==> config.mk <==
export PLATFORM = sky130hd
export DESIGN_NAME = bpeg_fifo
export DESIGN_NICKNAME = d
export VERILOG_FILES = /design/src/rtl/bpeg_fifo.sv
export SDC_FILE = /design/constraint.sdc
export NUM_CORES = 1
export LEC_CHECK = 0
export ABC_AREA = 0
export BUFFER_PORTS_ARGS = -buffer_cell sky130_fd_sc_hd__buf_4
export CAP_MARGIN = 20
export CORE_MARGIN = 2
export CORE_UTILIZATION = 44
export DETAILED_ROUTE_END_ITERATION = 8
export MAX_ROUTING_LAYER = met4
export PLACE_DENSITY = 0.72
export SLEW_MARGIN = 25
export SYNTH_ARGS = -nofsm -noshare
export SYNTH_HDL_FRONTEND = slang
export SYNTH_SLANG_ARGS = --single-unit
==> constraint.sdc <==
create_clock -name clk_i -period 1.5 [get_ports clk_i]
set_input_delay 0.15 -clock clk_i [delete_from_list [all_inputs] [get_ports clk_i]]
set_output_delay 0.15 -clock clk_i [all_outputs]
set_load 0.02 [all_outputs]
==> src/rtl/bpeg_fifo.sv <==
`default_nettype none
// ----------------------------------------------------------------------------
// bpeg_fifo
// Two-entry queue used between the front end, engine and result port.
// ----------------------------------------------------------------------------
module bpeg_fifo #(
  parameter int W = 8
) (
  input  wire logic         clk_i,
  input  wire logic         rst_ni,
  input  wire logic         push_i,
  input  wire logic [W-1:0] wdata_i,
  output logic              full_o,
  input  wire logic         pop_i,
  output logic [W-1:0]      rdata_o,
  output logic              empty_o
);

  logic [W-1:0] mem_q [2];
  logic         wptr_q, rptr_q;
  logic [1:0]   cnt_q;
  logic         do_push, do_pop;

  assign full_o  = (cnt_q == 2'd2);
  assign empty_o = (cnt_q == 2'd0);
  assign do_push = push_i && !full_o;
  assign do_pop  = pop_i && !empty_o;
  assign rdata_o = mem_q[rptr_q];

  // pointers and fill
  always_ff @(posedge clk_i or negedge rst_ni) begin
    if (!rst_ni) begin
      wptr_q <= 1'b0;
      rptr_q <= 1'b0;
      cnt_q  <= 2'd0;
    end else begin
      if (do_push) wptr_q <= !wptr_q;
      if (do_pop)  rptr_q <= !rptr_q;
      cnt_q <= cnt_q + 2'(do_push) - 2'(do_pop);
    end
  end

  // storage
  always_ff @(posedge clk_i) begin
    if (do_push) mem_q[wptr_q] <= wdata_i;
  end

endmodule
`default_nettype wire

# After elaboration in Yosys (flattened, before gate mapping)
# Memory sizes are Yosys's and may differ from the RTL's.
# Index checks and enable logic that the tools add are counted.
# W data, S select, Z words.
# word_totals
ff_bits	4
ramBits	16
input_bits	12
output_inout_bits	10
elab_cells	16
memories	1
# classes
add_sub_neg	2
eq_ne	1
n_mux	2
n_reduce_logical	7
# memory_table
name	depth	word_bits	read_ports	rd_ports_with_merged_regs	write_ports	line	text
mem_q	2	8	1	0	1	19	logic [W-1:0] mem_q [2];
# op_table
operator	count
$logic_not A1 Y1	4
$add A2 B1 Y2	1
$eq A2 B2 Y1 const B	1
$logic_and A1 B1 Y1	2
$logic_not A2 Y1	1
$mux W1	2
$sub A2 B1 Y2	1

# Longest topological paths before layout
# Gate-level depths: netlist (run 1).
# depth
ltp_word	5
mapped_depth	7
depth_no_buf	7

# Worst setup path after synthesis (run 1)
# No wires, ideal clock.
# synth_path
path_type	register to register
start	reg cnt_q[1]
end	reg cnt_q[1]
setup_time_ns	0.123
arrival_time_ns	1.572
t_required_ns	1.377
path_slack_ns	-0.194
stages_incl_launch_ff	8
path_buffers	0
synth_period_minus_slack_ns	1.694
path_cell_list	dfrtp_1 > nor2_1 > nor2b_2 > ha_1 > inv_1 > ha_1 > xnor2_1 > xnor2_1
# synth_via
elab_cells_between_ends	8
cone_classes	add/sub: 2; eq/ne: 1; reduce/logical: 5
# synth_lines
element	line	text
start, declared	21	logic [1:0] cnt_q;
start signal, assigned	39	cnt_q <= cnt_q + 2'(do_push) - 2'(do_pop);
$logic_not A2 Y1	25	assign empty_o = (cnt_q == 2'd0);
net empty_o	16	output logic empty_o
$logic_not A1 Y1	27	assign do_pop = pop_i && !empty_o;
$logic_and A1 B1 Y1	27	
net do_pop	22	logic do_push, do_pop;
$sub A2 B1 Y2	39	
# The timed path passes the listed nets, and every way through them passes these cells.
# A chain may end at the register's enable or synchronous reset.

# Worst setup path after layout (run 1)
# layout_path
start	reg cnt_q[0]
end	reg cnt_q[1]
# layout_via
elab_chain_len	5
elab_cells_between_ends	8
cone_classes	add/sub: 2; eq/ne: 1; reduce/logical: 5
# layout_lines
element	line	text
$eq A2 B2 Y1	24	assign full_o = (cnt_q == 2'd2);
$logic_not A1 Y1	26	assign do_push = push_i && !full_o;
$logic_and A1 B1 Y1	26	
$add A2 B1 Y2	39	
$sub A2 B1 Y2 *	39	
# Every way passes the cells marked *; elsewhere a longest branch is shown, timed or not.

==> results of run 1 <==
==> timing repair <==
item	CTS	global route
gates resized for setup	3	12
endpoints found under the hold margin	4	0
pin swaps	0	4
buffers inserted	2	3
hold buffers	1	0
endpoints found under the setup margin	9	15
==> kinds of logic (layout without fill, tap and decap cells) <==
group | count (synthesis) | count (layout) | synth area share, %
xor+xnor | 4 | 4 | 4.52
fa+ha+maj | 2 | 2 | 3.23
buf+inv | 3 | 39 | 1.61
flops | 20 | 20 | 74.8
mux | 8 | 8 | 11.6
simple gates | 6 | 6 | 4.19
==> synth_stat cells (all sizes together) <==
cell,count
xnor2,3
xor2,1
nor2b,1
and3,1
edfxtp,16
ha,2
nand2b,1
dfrtp,4
nand2,1
mux2,8
buf,1
inv,2
nor2,2
==> cell type report <==
type                            count  share of cell area, %
Clock buffer                        3                   1.94
Multi-Input combinational cell     20                   20.5
Sequential cell                    20                   50.3
Clock inverter                      1                   2.59
Tap cell                           17                   1.83
Inverter                            2                  0.647
Timing Repair Buffer               33                   22.2
==> metal layers <==
metal	up-vias	routed length, µm	GRT usage (%)
li1	228	-	-
met5	-	0	-
met1	222	552	17.6
met4	0	9	8.57
met2	11	668	23.3
met3	2	52	2.38
==> stage by stage <==
step / instance area [µm²] / setup TNS, ps / hold WS (ps)
finish: 1160 / 0 / 31.0
global route: 1160 / -98.5 / 17.0
CTS: 1090 / 0 / 22.0
detailed placement: 1000 / -1.54 / -51.1
global placement: 1000 / 0 / -50.6
floorplan: 783 / 0 / -146
==> worst paths after layout <==
check | startpoint | end | slack, ps | depth (start not counted)
min in group asynchronous | rst_ni | cnt_q[0] | 180 | 2
hold reg to reg | wptr_q | wptr_q | 540 | 1
setup / recovery | cnt_q[0] | cnt_q[1] | 30 | 7
setup reg to reg | cnt_q[0] | cnt_q[1] | 30 | 7
hold / removal | wdata_i[1] | mem_q[0][1] | 30 | 1
max in group asynchronous | rst_ni | rptr_q | 1210 | 2
==> flip-flops by register name, indices dropped and copies added, names as in the netlist <==
register	flops
cnt_q	2
mem_q	16
rptr_q	1
wptr_q	1
==> where the power goes <==
part	internal, mW	switching (mW)
sequential	0.781	0.0915
combinational	0.621	0.513
clock	0.270	0.158
==> flow_summary_export.csv, run 1 <==
group,metric,value,unit
sta,report.final.slew_viol_count,0,
yosys,syn_avg_cell_area,18.0,µm²
critical_path,timing.critical_path.from_type,"register",
critical_path,cp.buffers_inverters,1,
cts,tritoncts,"yes",
critical_path,crit_chain,"nand2b_4 -> nand2_4 -> ha_4 -> inv_2 -> ha_4 -> xnor2_2 -> xnor2_1",
sta,worst_clock_skew,4.56,ps
critical_path,critical_path.top_delay_family,"flip-flops",
critical_path,worst-endpoint-arrival,1690,ps
yosys,net_count_synth,57,
sta,worst-slew-pin-transition,202,ps
critical_path,setup.worst_path.end_class,"register",
drt,vias,463,
die,row_count,15,
layout,layout.cells.most_common,"sky130_fd_sc_hd__buf_4",
yosys,synth-warning-count,0,
layout,stdcell_count,96,
sta,final.period_utilization,97.8,%
layout,layout.cells.most_common_list,"sky130_fd_sc_hd__buf_4 (30), sky130_fd_sc_hd__edfxtp_1 (16), sky130_fd_sc_hd__mux2_2 (8), sky130_fd_sc_hd__clkbuf_4 (3)",
sta,slew_headroom,86.5,%
layout,layout_cells_sized_above_1,69.6,%
drt,number_of_drc_violations_after_detailed_routing,0,
critical_path,crit_path_max_incr_delay,430,ps
drt,initialDrtViolationCount,5,
global_routing,number_of_antenna_violations_at_the_first_check_in_global_routing,0,
layout,syn_to_layout_area_delta,49.5,%
die,initial_core_util,45.9,%
global_routing,grt_pass1_wl,1990,µm
cts,cts.sink_count,20,
die,core_box_area,1690,µm²
flow_run,max-cap-violations,0,
cts,htreeDepth,1,
layout,antenna-diode-count,0,
place,dpl_wire_length,798,µm
cts,clk_latency,290,ps
pwr,worst_vdd_drop,1.27,mV
global_routing,via_count_of_the_first_global_routing_pass,468,
drt,wire_per_inst,13.4,µm
critical_path,timing.critical_path.required,1720,ps
yosys,yosys_register_bits,20,
place,place_inst,86,
die,vert_die_dim,46.0,µm
pwr,pwr_density_cell,2100,nW/µm²
sta,final_hold_viol_count,0,
layout,final.fill_count,129,
pwr,leakage,0.482,nW
yosys,ys_seq_area_share,74.8,%
min_path,holdCritPathClass,"primary input to register",
critical_path,critPathKind,"register to register",
place,detailedPlace.worstSlack,-1.54,ps
place,port_buffers,21,
die,dieArea,2120,µm²
drt,wirelength,1280,µm
yosys,synth_top_area_share,61.9,%
cts,tritoncts.num_buffers,3,
global_routing,maximum_number_of_pins_on_one_net_before_global_route_repair,13,
layout,multi_input_area,238,µm²
sta,max_fclk,681,MHz
critical_path,worst-path-max-fanout,3,
run_status,outcome,"completed",
pwr,p_total,2.43,mW
cts,cts.root.buffer_cell,"sky130_fd_sc_hd__clkbuf_4",
yosys,synth_area_leader_cell,"sky130_fd_sc_hd__edfxtp_1",
yosys,netlist_top_cells_area,"sky130_fd_sc_hd__edfxtp_1 (62%), sky130_fd_sc_hd__dfrtp_1 (13%), sky130_fd_sc_hd__mux2_2 (12%)",
yosys,synth_cell_type_count,13,
cts,clk_path_buf_depth,2,
critical_path,critical-path-slowest-cell,"sky130_fd_sc_hd__dfrtp_1",
layout,final-seq-area,583,µm²
critical_path,top_cell_by_count_worst_path,"sky130_fd_sc_hd__ha_4",
drt,routed_via_count_divided_by_cell_count,4.82,
drt,detailedRoute.firstPassIterationCount,4,
die,floorplan.die.width,46.0,µm
yosys,syn-cell-area,776,µm²
layout,num-nets-final,94,
global_routing,global_route.overflow_total,0,
cts,clock_pin_slew_worst_setup_and_hold_paths,110,ps
yosys,post_synthesis_cells,43,
sta,setup_slack,32.5,ps
layout,finalCoreUtilization,68.7,%
sta,timing.final.crit_period,1470,ps
sta,setup_viol,0,
global_routing,gr-usage-all-layers,14.7,%
drt,drtAntennaViolNets,0,
place,gp_congestion,0.725,
die,ioPinCount,22,
sta,unrepaired_setup_endpoints_after_global_routing,"yes",
Power figures use the tool's default switching activity.
==> run 2, diff against run 1 <==
Settings changed: BUFFER_PORTS_ARGS -buffer_cell sky130_fd_sc_hd__buf_4 to -buffer_cell sky130_fd_sc_hd__buf_2.
==> flow_summary_export.csv, run 2 (same netlist as run 1, synthesis figures left out) <==
group,metric,value,unit
run_status,outcome,"completed",
sta,final_hold_viol_count,0,
drt,wire_per_inst,13.8,µm
pwr,power_switching,0.750,mW
drt,detailedRoute.firstPassIterationCount,4,
critical_path,worst-path-max-fanout,5,
layout,syn_to_layout_area_delta,38.7,%
die,initial_core_util,45.9,%
critical_path,setup.reg_to_reg.worst_slack,70,ps
global_routing,gr-usage-all-layers,14.5,%
sta,report.final.slew_viol_count,0,
pwr,intPower,1.43,mW
layout,layout.cells.most_common_list,"sky130_fd_sc_hd__buf_2 (20), sky130_fd_sc_hd__edfxtp_1 (16), sky130_fd_sc_hd__buf_4 (11), sky130_fd_sc_hd__mux2_2 (8)",
critical_path,worst-endpoint-arrival,1310,ps
global_routing,via_count_of_the_first_global_routing_pass,463,
pwr,power.share.switching,34.4,%
pwr,pwr_density_cell,2030,nW/µm²
sta,unrepaired_setup_endpoints_after_global_routing,"yes",
die,dieArea,2120,µm²
drt,vias,472,
cts,clock_pin_slew_worst_setup_and_hold_paths,120,ps
layout,antenna-diode-count,0,
die,floorplan.die.width,46.0,µm
global_routing,number_of_antenna_violations_at_the_first_check_in_global_routing,0,
layout,largest_register_ffs,16,
pwr,leakage,0.448,nW
sta,timing.final.crit_period,1460,ps
min_path,holdCritPathClass,"primary input to register",
cts,tritoncts,"yes",
place,dpl_wire_length,840,µm
layout,reg.largest.list,"mem_q x16, cnt_q x2",
drt,routed_via_count_divided_by_cell_count,4.92,
sta,whs,37.1,ps
die,row_count,15,
pwr,worst_vdd_drop,1.21,mV
place,port_buffers,21,
global_routing,global_route.overflow_total,0,
drt,drtAntennaViolNets,0,
critical_path,crit_path_max_incr_delay,370,ps
layout,final.fill_count,125,
place,gp_congestion,0.744,
sta,worst_clock_skew,10.5,ps
die,ioPinCount,22,
critical_path,cp.buffers_inverters,2,
layout,num-nets-final,94,
pwr,clock_power_share,11.6,%
critical_path,critical-path-slowest-cell,"sky130_fd_sc_hd__dfrtp_2",
drt,initialDrtViolationCount,2,
layout,layout.cells.most_common,"sky130_fd_sc_hd__buf_2",
sta,final.period_utilization,97.1,%
global_routing,maximum_number_of_pins_on_one_net_before_global_route_repair,12,
layout,largest_register,"mem_q",
cts,cts.sink_count,20,
drt,number_of_drc_violations_after_detailed_routing,0,
critical_path,crit_chain,"buf_4 -> mux2_2 -> buf_2",
critical_path,critPathKind,"register to output port",
drt,wirelength,1330,µm
critical_path,critical_path.top_delay_family,"flip-flops",
layout,layout_cells_sized_above_1,69.6,%
critical_path,setup.worst_path.end_class,"output port",
flow_run,max-cap-violations,0,
sta,worst-slew-pin-transition,193,ps
pwr,seqPwrFrac,39.7,%
pwr,share_comb_of_total_power,48.7,%
cts,htreeDepth,1,
sta,setup_viol,0,
global_routing,grt_pass1_wl,1980,µm
sta,slew_headroom,87.0,%
cts,clk_latency,290,ps
cts,cts.root.buffer_cell,"sky130_fd_sc_hd__clkbuf_4",
cts,clk_path_buf_depth,2,
layout,stdcell_count,96,
sta,max_fclk,686,MHz
critical_path,timing.critical_path.required,1350,ps
cts,tritoncts.num_buffers,3,
die,vert_die_dim,46.0,µm
die,core_box_area,1690,µm²
critical_path,timing.critical_path.from_type,"register",
place,place_inst,86,
==> run 2: cell types whose count changed in the layout (fill, tap and decap cells not counted) <==
cell | previous run | this run
sky130_fd_sc_hd__buf_4 | 30 | 11
sky130_fd_sc_hd__nand2_2 | 0 | 1
sky130_fd_sc_hd__dfrtp_1 | 2 | 1
sky130_fd_sc_hd__clkinv_1 | 0 | 1
sky130_fd_sc_hd__nand2_4 | 1 | 0
sky130_fd_sc_hd__dfrtp_2 | 2 | 3
sky130_fd_sc_hd__buf_6 | 2 | 1
sky130_fd_sc_hd__bufinv_16 | 1 | 0
sky130_fd_sc_hd__buf_2 | 0 | 20
==> run 2: worst paths after layout <==
check | from | endpoint | depth (start not counted)
hold reg to reg | wptr_q | wptr_q | 1
setup reg to reg | cnt_q[0] | mem_q[1][2] | 5
hold / removal | wdata_i[1] | mem_q[1][1] | 1
min in group asynchronous | rst_ni | cnt_q[1] | 2
setup / recovery | rptr_q | rdata_o[1] | 3
max in group asynchronous | rst_ni | cnt_q[0] | 2
==> run 2: cell type report <==
cell class	count	area (µm²)	area share (%)
Tap cell	17	21.3	1.98
Sequential cell	20	584	54.3
Multi-Input combinational cell	20	233	21.6
Clock inverter	1	3.75	0.349
Clock buffer	3	22.5	2.09
Timing Repair Buffer	33	204	19.0
Inverter	2	7.51	0.698
==> run 2: layer usage <==
layer / vias to the layer above / GRT usage [%] / wire, µm
li1: 226 / - / -
met1: 229 / 18.5 / 586
met2: 13 / 22.5 / 680
met3: 4 / 2.38 / 45
met4: 0 / 6.86 / 13
met5: - / - / 0
==> run 2: what timing repair did <==
item,in CTS,in global routing
buffers inserted,3,2
pin swaps,2,2
gates resized for setup,5,10
endpoints found under the setup margin,9,10
hold buffers,1,0
endpoints found under the hold margin,4,0
==> run 2: power by group through the flow <==
stage	registers [mW]	logic, mW	clock network (mW)
floorplan	0.845	0.550	0
global placement	0.898	0.753	0
detailed placement	0.903	0.772	0
CTS	0.905	0.856	0.253
global route	0.889	1.16	0.270
finish	0.867	1.06	0.253
==> run 2: stage by stage <==
step	TNS [ps]	setup WS (ps)	power, mW	cell area [µm²]	util, %
after floorplan	0	4.81	1.39	783	-
after global placement	0	59.5	1.65	950	56.2
after detailed placement	-0.126	-0.126	1.67	950	56.2
after CTS	0	13.9	2.01	1020	60.6
after global routing	-9.28	-4.70	2.32	1080	63.7
final	0	43.0	2.18	1080	63.7
==> run 3, diff against run 2 <==
Settings changed: ABC_AREA 0 to 1, PLACE_DENSITY 0.72 to 0.71.
==> flow_summary_export.csv, run 3 <==
group,metric,value,unit
layout,layout_cells_sized_above_1,31.7,%
critical_path,critical-path-slowest-cell,"sky130_fd_sc_hd__dfrtp_1",
sta,setup_viol,0,
yosys,syn-cell-area,831,µm²
cts,clk_path_buf_depth,2,
yosys,post_synthesis_cells,75,
die,core_box_area,1750,µm²
drt,drtAntennaViolNets,0,
critical_path,critPathKind,"register to register",
yosys,synth-warning-count,0,
die,row_count,15,
sta,worst-slew-pin-transition,327,ps
sta,timing.final.crit_period,1370,ps
critical_path,setup.worst_path.end_class,"register",
cts,tritoncts,"yes",
yosys,ys_async_sr_fraction,20.0,%
sta,final.period_utilization,91.5,%
pwr,pwr_density_cell,1890,nW/µm²
pwr,seqPwrFrac,45.8,%
yosys,ys_top_cells_by_count,"sky130_fd_sc_hd__nand2_1 (35), sky130_fd_sc_hd__edfxtp_1 (16), sky130_fd_sc_hd__inv_1 (9), sky130_fd_sc_hd__dfrtp_1 (4)",
cts,cts.sink_count,20,
layout,final.fill_count,151,
yosys,ys_flop_type,"sky130_fd_sc_hd__edfxtp_1",
critical_path,worst-path-max-fanout,3,
critical_path,worst_r2r_path_depth,9,
layout,finalCoreUtilization,57.3,%
critical_path,setup.reg_to_reg.worst_slack,130,ps
layout,largest_register,"mem_q",
layout,layout.cells.most_common_list,"sky130_fd_sc_hd__nand2_1 (35), sky130_fd_sc_hd__buf_2 (21), sky130_fd_sc_hd__edfxtp_1 (16), sky130_fd_sc_hd__inv_1 (8)",
drt,number_of_drc_violations_after_detailed_routing,0,
layout,final-seq-area,582,µm²
sta,slew_headroom,78.2,%
critical_path,endpoint,"cnt_q[1]",
layout,layout.cells.most_common,"sky130_fd_sc_hd__nand2_1",
critical_path,timing.critical_path.required,1690,ps
cts,htreeDepth,1,
sta,setup_tns,0,ps
layout,reg.largest.list,"mem_q x16, cnt_q x2",
global_routing,maximum_number_of_pins_on_one_net_before_global_route_repair,12,
sta,whs,45.6,ps
pwr,worst_vdd_drop,0.913,mV
die,vert_die_dim,47.5,µm
critical_path,rr_endpoint,"cnt_q[1]",
yosys,synth_cell_type_count,12,
pwr,power_switching,0.762,mW
yosys,net_count_synth,89,
min_path,holdCritPathClass,"primary input to register",
critical_path,cp.buffers_inverters,3,
drt,wire_per_inst,9.83,µm
flow_run,max-cap-violations,0,
place,port_buffers,21,
cts,clock_pin_slew_worst_setup_and_hold_paths,100,ps
drt,initialDrtViolationCount,5,
layout,post_route_design_area,1000,µm²
sta,report.final.slew_viol_count,0,
critical_path,crit_path_max_incr_delay,420,ps
pwr,share_comb_of_total_power,41.6,%
cts,clk_latency,280,ps
global_routing,global_route.overflow_total,0,
critical_path,startpoint,"cnt_q[1]",
pwr,clock_power_share,12.6,%
place,dpl-instance-area,963,µm²
sta,max_fclk,728,MHz
die,floorplan.die.width,47.5,µm
yosys,yosys_register_bits,20,
sta,final_hold_viol_count,0,
drt,vias,559,
sta,unrepaired_setup_endpoints_after_global_routing,"no",
yosys,synth_area_leader_cell,"sky130_fd_sc_hd__edfxtp_1",
global_routing,gr-usage-all-layers,13.5,%
yosys,number_of_synthesized_flops_with_an_enable_pin,16,
yosys,netlist_top_cells_area,"sky130_fd_sc_hd__edfxtp_1 (58%), sky130_fd_sc_hd__nand2_1 (16%), sky130_fd_sc_hd__dfrtp_1 (12%)",
yosys,synth.most_common_cell,"sky130_fd_sc_hd__nand2_1",
layout,antenna-diode-count,0,
pwr,power.share.switching,40.3,%
critical_path,crit_cells,9,
layout,largest_register_ffs,16,
critical_path,timing.critical_path.from_type,"register",
drt,detailedRoute.firstPassIterationCount,3,
die,initial_core_util,47.6,%
die,dieArea,2250,µm²
critical_path,worst-endpoint-arrival,1560,ps
layout,syn_to_layout_area_delta,20.5,%
die,ioPinCount,22,
pwr,p_total,1.89,mW
yosys,ys_seq_area_share,69.9,%
place,gp_congestion,0.795,
place,dpl_wire_length,945,µm
drt,routed_via_count_divided_by_cell_count,4.44,
sta,worst_clock_skew,1.55,ps
run_status,outcome,"completed",
pwr,intPower,1.13,mW
critical_path,worst_r2r_startpoint,"cnt_q[1]",
yosys,syn_avg_cell_area,11.1,µm²
global_routing,grt_pass1_wl,1930,µm
layout,multi_input_area,193,µm²
cts,cts.root.buffer_cell,"sky130_fd_sc_hd__clkbuf_4",
yosys,synth_top_area_share,57.8,%
critical_path,crit_chain,"inv_2 -> nand2_2 -> nand2_1 -> inv_1 -> ha_1 -> inv_1 -> ha_1 -> nand3_1 -> nand2_1",
cts,tritoncts.num_buffers,3,
layout,num-nets-final,116,
critical_path,critical_path.top_delay_family,"adder cells",
global_routing,number_of_antenna_violations_at_the_first_check_in_global_routing,0,
pwr,leakage,0.499,nW
drt,wirelength,1240,µm
global_routing,via_count_of_the_first_global_routing_pass,484,
==> run 3: cell types whose count changed after synthesis, moves of 2 or more <==
cell / before / now
sky130_fd_sc_hd__nand2_2: 0 / 2
sky130_fd_sc_hd__mux2_2: 8 / 0
sky130_fd_sc_hd__nand2_1: 1 / 35
sky130_fd_sc_hd__nand3_1: 0 / 2
sky130_fd_sc_hd__inv_1: 2 / 9
sky130_fd_sc_hd__xnor2_1: 3 / 0
==> run 3: final cells by class <==
class | count | area share (%)
Timing Repair Buffer | 23 | 12.3
Clock buffer | 3 | 2.25
Clock inverter | 1 | 0.375
Multi-Input combinational cell | 43 | 19.3
Tap cell | 25 | 3.13
Sequential cell | 20 | 58.1
Inverter | 11 | 4.63
==> run 3: power by group through the flow <==
| stage | logic, mW | registers [mW] | clock network [mW] |
|---|---|---|---|
| global route | 0.905 | 0.883 | 0.262 |
| finish | 0.789 | 0.867 | 0.238 |
| detailed placement | 0.799 | 0.873 | 0 |
| floorplan | 0.615 | 0.825 | 0 |
| CTS | 0.805 | 0.860 | 0.246 |
| global placement | 0.780 | 0.870 | 0 |
==> run 3: kinds of logic after synthesis <==
| logic type | synth area share, % |
|---|---|
| flip-flops | 69.9 |
| adder cells (fa/ha/maj) | 3.01 |
| AND/OR/NAND/NOR | 20.2 |
| buffers and inverters | 6.93 |
==> run 3: per-stage QoR <==
| stage | setup WS, ps | instances |
|---|---|---|
| 6_report | 127 | 126 |
| 5_1_grt | 19.5 | 126 |
| 4_1_cts | 20.9 | 126 |
| 3_5_place_dp | 118 | 121 |
| 3_3_place_gp | 177 | 121 |
| 2_1_floorplan | 198 | 75 |
==> run 3: worst min path at each step <==
stage	from	end	depth (start not counted)
2_1_floorplan	rst_ni	cnt_q[0]	0
3_3_place_gp	rst_ni	wptr_q	1
3_5_place_dp	rst_ni	wptr_q	1
4_1_cts	wdata_i[0]	mem_q[1][0]	1
5_1_grt	wdata_i[2]	mem_q[0][2]	1
6_report	wdata_i[2]	mem_q[0][2]	1
==> run 3: what timing repair did <==
action | CTS | global route
setup buffers | 0 | 0
hold buffers | 1 | 0
gates resized for setup | 0 | 2
endpoints found under the hold margin | 4 | 0
endpoints found under the setup margin | 0 | 9
==> run 3: layer usage <==
layer | vias to the layer above | GRT usage [%] | share of wire, %
met3 | 0 | 3.40 | 3.3
met4 | 0 | 6.67 | 0
met1 | 259 | 15.7 | 44
met5 | - | - | 0
li1 | 288 | - | -
met2 | 12 | 21.6 | 53
